===== config.mk =====
export PLATFORM = sky130hd
export DESIGN_NAME = bre_ctrl
export DESIGN_NICKNAME = d
export VERILOG_FILES = /design/src/bre_pkg.sv /design/src/bre_ctrl.sv
export SDC_FILE = /design/constraint.sdc
export NUM_CORES = 1
export LEC_CHECK = 0
export BUFFER_PORTS_ARGS = -buffer_cell sky130_fd_sc_hd__buf_4
export CORE_AREA = 3 3 40 42
export DETAILED_ROUTE_END_ITERATION = 10
export DIE_AREA = 0 0 43 45
export PLACE_DENSITY_LB_ADDON = 0.12
export SLEW_MARGIN = 20
export SYNTH_ARGS = -nofsm -noshare
export SYNTH_HDL_FRONTEND = slang
export SYNTH_SLANG_ARGS = --single-unit
export TNS_END_PERCENT = 100

===== constraint.sdc =====
create_clock -name clk -period 1.12 [get_ports clk]
set_input_delay 0.224 -clock clk [delete_from_list [all_inputs] [get_ports clk]]
set_output_delay 0.224 -clock clk [all_outputs]
set_load 0.01 [all_outputs]

===== src/bre_pkg.sv =====
// Shared types, constants and helper functions for the bitmap range engine.
// Used by bre_ctrl, bre_datapath and bitmap_range_engine; depends on nothing.
`default_nettype none

package bre_pkg;

    localparam int BIT_W        = 13;
    localparam int WORD_W       = 32;
    localparam int LSB_W        = 5;
    localparam int WIDX_W       = BIT_W - LSB_W;
    localparam int OP_W         = 3;
    localparam int NUM_WORDS_DEF = 256;

    localparam logic [OP_W-1:0] OP_SET        = 3'd0;
    localparam logic [OP_W-1:0] OP_CLEAR      = 3'd1;
    localparam logic [OP_W-1:0] OP_TOGGLE     = 3'd2;
    localparam logic [OP_W-1:0] OP_TEST       = 3'd3;
    localparam logic [OP_W-1:0] OP_FIND_SET   = 3'd4;
    localparam logic [OP_W-1:0] OP_FIND_CLEAR = 3'd5;

    typedef logic [WORD_W-1:0] word_t;

    typedef struct packed {
        logic [OP_W-1:0]  opcode;
        logic [BIT_W-1:0] start_bit;
        logic [BIT_W-1:0] end_bit;
    } req_t;

    typedef struct packed {
        logic             hit;
        logic [BIT_W-1:0] position;
    } rsp_t;

    // Commands from the controller to the datapath.
    typedef struct packed {
        logic load;
        logic exec;
        logic advance;
        logic capture;
        logic emit;
    } cmd_t;

    // Status from the datapath to the controller.
    typedef struct packed {
        logic finish;
    } sts_t;

    // Index of the lowest set bit of a nonzero word.
    function automatic logic [LSB_W-1:0] lowest_bit(input word_t v);
        logic [LSB_W-1:0] idx;
        idx = LSB_W'(WORD_W - 1);
        for (int i = WORD_W - 1; i >= 0; i--)
        begin
            if (v[i])
            begin
                idx = LSB_W'(i);
            end
        end
        return idx;
    endfunction

endpackage

`default_nettype wire


===== src/bre_ctrl.sv =====
// Controller state machine of the bitmap range engine.
// Sequences load, per-word execution and result hand-off; uses bre_pkg.
`default_nettype none

module bre_ctrl (
    input  wire logic          clk,
    input  wire logic          rst_n,
    input  wire logic          req_valid,
    output logic               req_stall,
    output logic               rsp_valid,
    input  wire logic          rsp_stall,
    input  wire bre_pkg::sts_t sts,
    output bre_pkg::cmd_t      cmd
);

    localparam logic [1:0] ST_IDLE = 2'd0;
    localparam logic [1:0] ST_EXEC = 2'd1;
    localparam logic [1:0] ST_DONE = 2'd2;

    logic [1:0] state_reg;
    logic [1:0] state_next;
    logic       rsp_valid_reg;
    logic       rsp_valid_next;

    always_comb
    begin
        cmd            = '0;
        state_next     = state_reg;
        rsp_valid_next = rsp_valid_reg && rsp_stall;
        case (state_reg)
            ST_IDLE:
            begin
                if (req_valid)
                begin
                    cmd.load   = 1'b1;
                    state_next = ST_EXEC;
                end
            end
            ST_EXEC:
            begin
                cmd.exec = 1'b1;
                if (sts.finish)
                begin
                    cmd.capture = 1'b1;
                    state_next  = ST_DONE;
                end
                else
                begin
                    cmd.advance = 1'b1;
                end
            end
            ST_DONE:
            begin
                // The result moves out only once the output slot is free.
                if (!rsp_valid_reg || !rsp_stall)
                begin
                    cmd.emit       = 1'b1;
                    rsp_valid_next = 1'b1;
                    state_next     = ST_IDLE;
                end
            end
            default:
            begin
                state_next = ST_IDLE;
            end
        endcase
    end

    always_ff @(posedge clk or negedge rst_n)
    begin
        if (!rst_n)
        begin
            state_reg     <= ST_IDLE;
            rsp_valid_reg <= 1'b0;
        end
        else
        begin
            state_reg     <= state_next;
            rsp_valid_reg <= rsp_valid_next;
        end
    end

    assign req_stall = (state_reg != ST_IDLE);
    assign rsp_valid = rsp_valid_reg;

endmodule

`default_nettype wire


==> results <==
- The flow ran to the end, but the final reports show violations.
- The final reports fail on setup timing.
- The global router's overall resource usage is 0.0492.
- The maximum operating frequency is ~760 MHz.
- The core region is around 1300 sq um.
- The smallest clock period supported by the final layout is computed as approximately 1.3 ns.
- Wires add up to about 430 um.
- The count of different cell masters after synthesis is 11.
- In this run the horizontal extent of the chip is 43 um.
- The type of element capturing the critical path is an output pin.
- The floorplan step defined a die boundary enclosing between 1500 and 2000 sq um.
- The worst setup path is launched from a flop.
- The global-route wire length before repair is ~610 um.
- The area growth from synthesis to layout is 93.0%.
- The via count of the first global-routing pass was 171.
- Total power for the finished layout comes to 0.000677 W.
- The final route contains around 160 vias.
- The pin count of the biggest net entering global routing is 7.
- The commonest cells after synthesis are sky130_fd_sc_hd__dfrtp_1, sky130_fd_sc_hd__nand2b_1, sky130_fd_sc_hd__a21oi_1, sky130_fd_sc_hd__nand2_1, sky130_fd_sc_hd__nor2b_1.
- The net count after synthesis is 23.
- After detailed routing, the number of remaining DRC violations is 0.
- For this design the ratio of total power to cell area is between 2000 and 2500 nW/um^2.
- Row generation in the floorplan step produced 13 rows.
- The initial antenna violation count is 0.
- After global routing the overflow that remains totals 0.
- Across the VDD grid, the largest voltage drop is roughly 630 uV.
- The number of top-level design ports is 12.
- In the synthesized netlist the async set-or-reset flop fraction comes to 1.00.
- Summed over all cells, the static leakage comes to about 0.16 nW.
- TritonCTS built the clock tree.
- The final max-slew violation count is 0.
- The maximum clock skew at final layout is 0.00118 ns.
- Port buffering added 11 buffers.
- The setup path with the least slack is of type flop to output pin.
- After detailed routing, the average wire length per cell comes to 8.86 um.
- The total of warnings raised by yosys is 0.
- Setup violations remaining at the end of the flow were counted as 6.
- The largest individual stage delay along the critical path comes from the cell sky130_fd_sc_hd__dfrtp_1.
- Yosys mapped a number of flops with a built-in enable equal to 0.
- CTS placed an instance of sky130_fd_sc_hd__clkbuf_4 at the clock tree root.
- The final RePlAce weighted congestion is 0.586.
- The critical path goes through or2_1, nor2_1, buf_4.
- The clock buffer count from CTS is 3.
- The number of failing hold endpoints at the final stage is 0.
- The total standard cell area after synthesis is between 150 and 200 sq um.
- At the pin with the least slew margin, the transition time is about 0.14 ns.
- In this design, the stage delay of the slowest critical-path cell is 0.41 ns.
- Of the available clock period, the critical path in the final layout requires 1.18.
- The tool flagged a number of max-cap violations equal to 0.
- The number of iterations in the first detailed-routing pass is 1.
- The floorplan step set the die height to 45 um.
- The share of Yosys cell area claimed by the top area cell type is 0.465.
- The setup slack after layout is -0.196 ns.
- CTS built an H-tree with a depth of 1.
- The total buffers and inverters traversed by the critical path is 1.
- Ranked by total cell area, the synthesized netlist is headed by sky130_fd_sc_hd__dfrtp_1, sky130_fd_sc_hd__nand2b_1, sky130_fd_sc_hd__nor2b_1.
- At the worst endpoint, the arrival time is approximately 1.1 ns.
- The clock reaches the later pin of the worst-skew pair after between 0.2 and 0.25 ns.
- The via-per-instance ratio is 3.33.
- The average cell area after synthesis is about 9 sq um.
- Among all flip-flop cells after synthesis, the most frequent one is sky130_fd_sc_hd__dfrtp_1.
- For this design, the sink count on the clock tree is 3.
- Synthesis produced 18 cells.
- Summed over all instances, the cell type with the most area after synthesis is sky130_fd_sc_hd__dfrtp_1.
- Summed over all failing endpoints, the final setup total negative slack is -0.817 ns.
- The initial utilization of the core area, before any placement, comes to 0.126.
- The tightest min-delay check is of the primary input to flop type.
- The count of nets left with antenna violations once routing finished came out at 0.
- The detailed placer's ending HPWL is between 300 and 400 um.
- The first-iteration detailed-routing DRC count is 0.
- The register with the most flip-flops in the layout has 2 of them.
- The share of cells above drive strength 1 is 0.529.
- The remaining max-slew budget at the tightest pin is 0.906.
- Setup repair after global routing could not meet its margin everywhere.
- The number of antenna cells inserted is 0.
- For this run, the post-layout net count is 40.
- The maximum buffer depth of the clock tree is 2.
- For this run, the register share of the synthesized area comes to 0.465.
- Clock-pin slew was measured on the worst setup and hold paths at roughly 0.040 ns.
- In this design, the largest share of critical-path delay is due to flip-flops.
- Data on the critical path is required at its endpoint by ~0.90 ns.
- In this run, synthesis produced a sequential element count of 3.
- In this run the worst path has a maximum fanout of 6.
[worst paths after layout]
check	startpoint	to	slack [ns]	cells after the start
worst max-delay path	state_reg[0]$_DFFE_PN0P_	cmd[4]	-0.20	3
worst min-delay path	rsp_stall	rsp_valid$_DFF_PN0_	0.23	3
worst max register to register	state_reg[1]$_DFFE_PN0P_	state_reg[1]$_DFFE_PN0P_	0.13	3
worst min register to register	state_reg[1]$_DFFE_PN0P_	state_reg[0]$_DFFE_PN0P_	0.50	1
max in group asynchronous	rst_n	state_reg[1]$_DFFE_PN0P_	0.70	2
min in group asynchronous	rst_n	state_reg[0]$_DFFE_PN0P_	0.31	2
[routing by layer]
layer  GRT usage  routed length [um]  vias up
met5           0                   0        -
met4      0.0904                   0        0
li1            -                   -       89
met2      0.0719                 233        6
met1      0.0364                 160       68
met3      0.0199                  40        0
[cells by family (layout without fill, tap and decap cells)]
logic type / count (synthesis) / in the layout / synth area share
AOI/OAI and AO/OA: 3 / 3 / 0.109
buffers and inverters: 2 / 18 / 0.0698
DFF: 3 / 3 / 0.465
and+or+nand+nor: 10 / 10 / 0.357
[where the power goes]
group / switching (W) / internal, W
combinational: 0.000123 / 0.000177
clock: 0.0000566 / 0.000134
sequential: 0.0000410 / 0.000146
[worst reg2reg max path, stage by stage (launching register included)]
cell and delay [ns]:
sky130_fd_sc_hd__dfrtp_2 0.40, sky130_fd_sc_hd__and3b_1 0.20, sky130_fd_sc_hd__buf_4 0.13, sky130_fd_sc_hd__o21bai_1 0.14
[through the flow]
stage	std cells	hold WS [ns]	setup slack (ns)	area, sq um	util
2_1_floorplan	18	-0.0716	0.0534	161	-
3_3_place_gp	43	0.0141	0.0451	255	0.199
3_5_place_dp	43	0.0144	0.0511	255	0.199
4_1_cts	49	0.213	-0.207	299	0.233
5_1_grt	49	0.240	-0.259	312	0.242
6_report	49	0.230	-0.196	312	0.242
[cells in the final DEF (no fill, tap or decap), types with 2 or more instances in the layout]
cell                       count
sky130_fd_sc_hd__buf_4        12
sky130_fd_sc_hd__clkbuf_4      3
sky130_fd_sc_hd__dfrtp_1       2
sky130_fd_sc_hd__nand2_1       2
sky130_fd_sc_hd__nand2b_1      2
sky130_fd_sc_hd__nor2b_1       2
[repair_timing]
action | CTS | global route
resized for setup | 0 | 3
pin swaps | 0 | 1
hold endpoints to repair | 3 | 0
buffers inserted | 1 | 0
hold buffers | 1 | 0
setup endpoints to repair | 6 | 6
cloned | 0 | 0
[cell type report]
class / count / area (sq um)
clock buffers: 4 / 26.3
fillers: 151 / 973
inverters: 1 / 3.75
multi-input cells: 13 / 86.3
flip-flops and latches: 3 / 76.3
well taps: 15 / 18.8
repair buffers: 13 / 100
(Power assumes the default switching activity.)
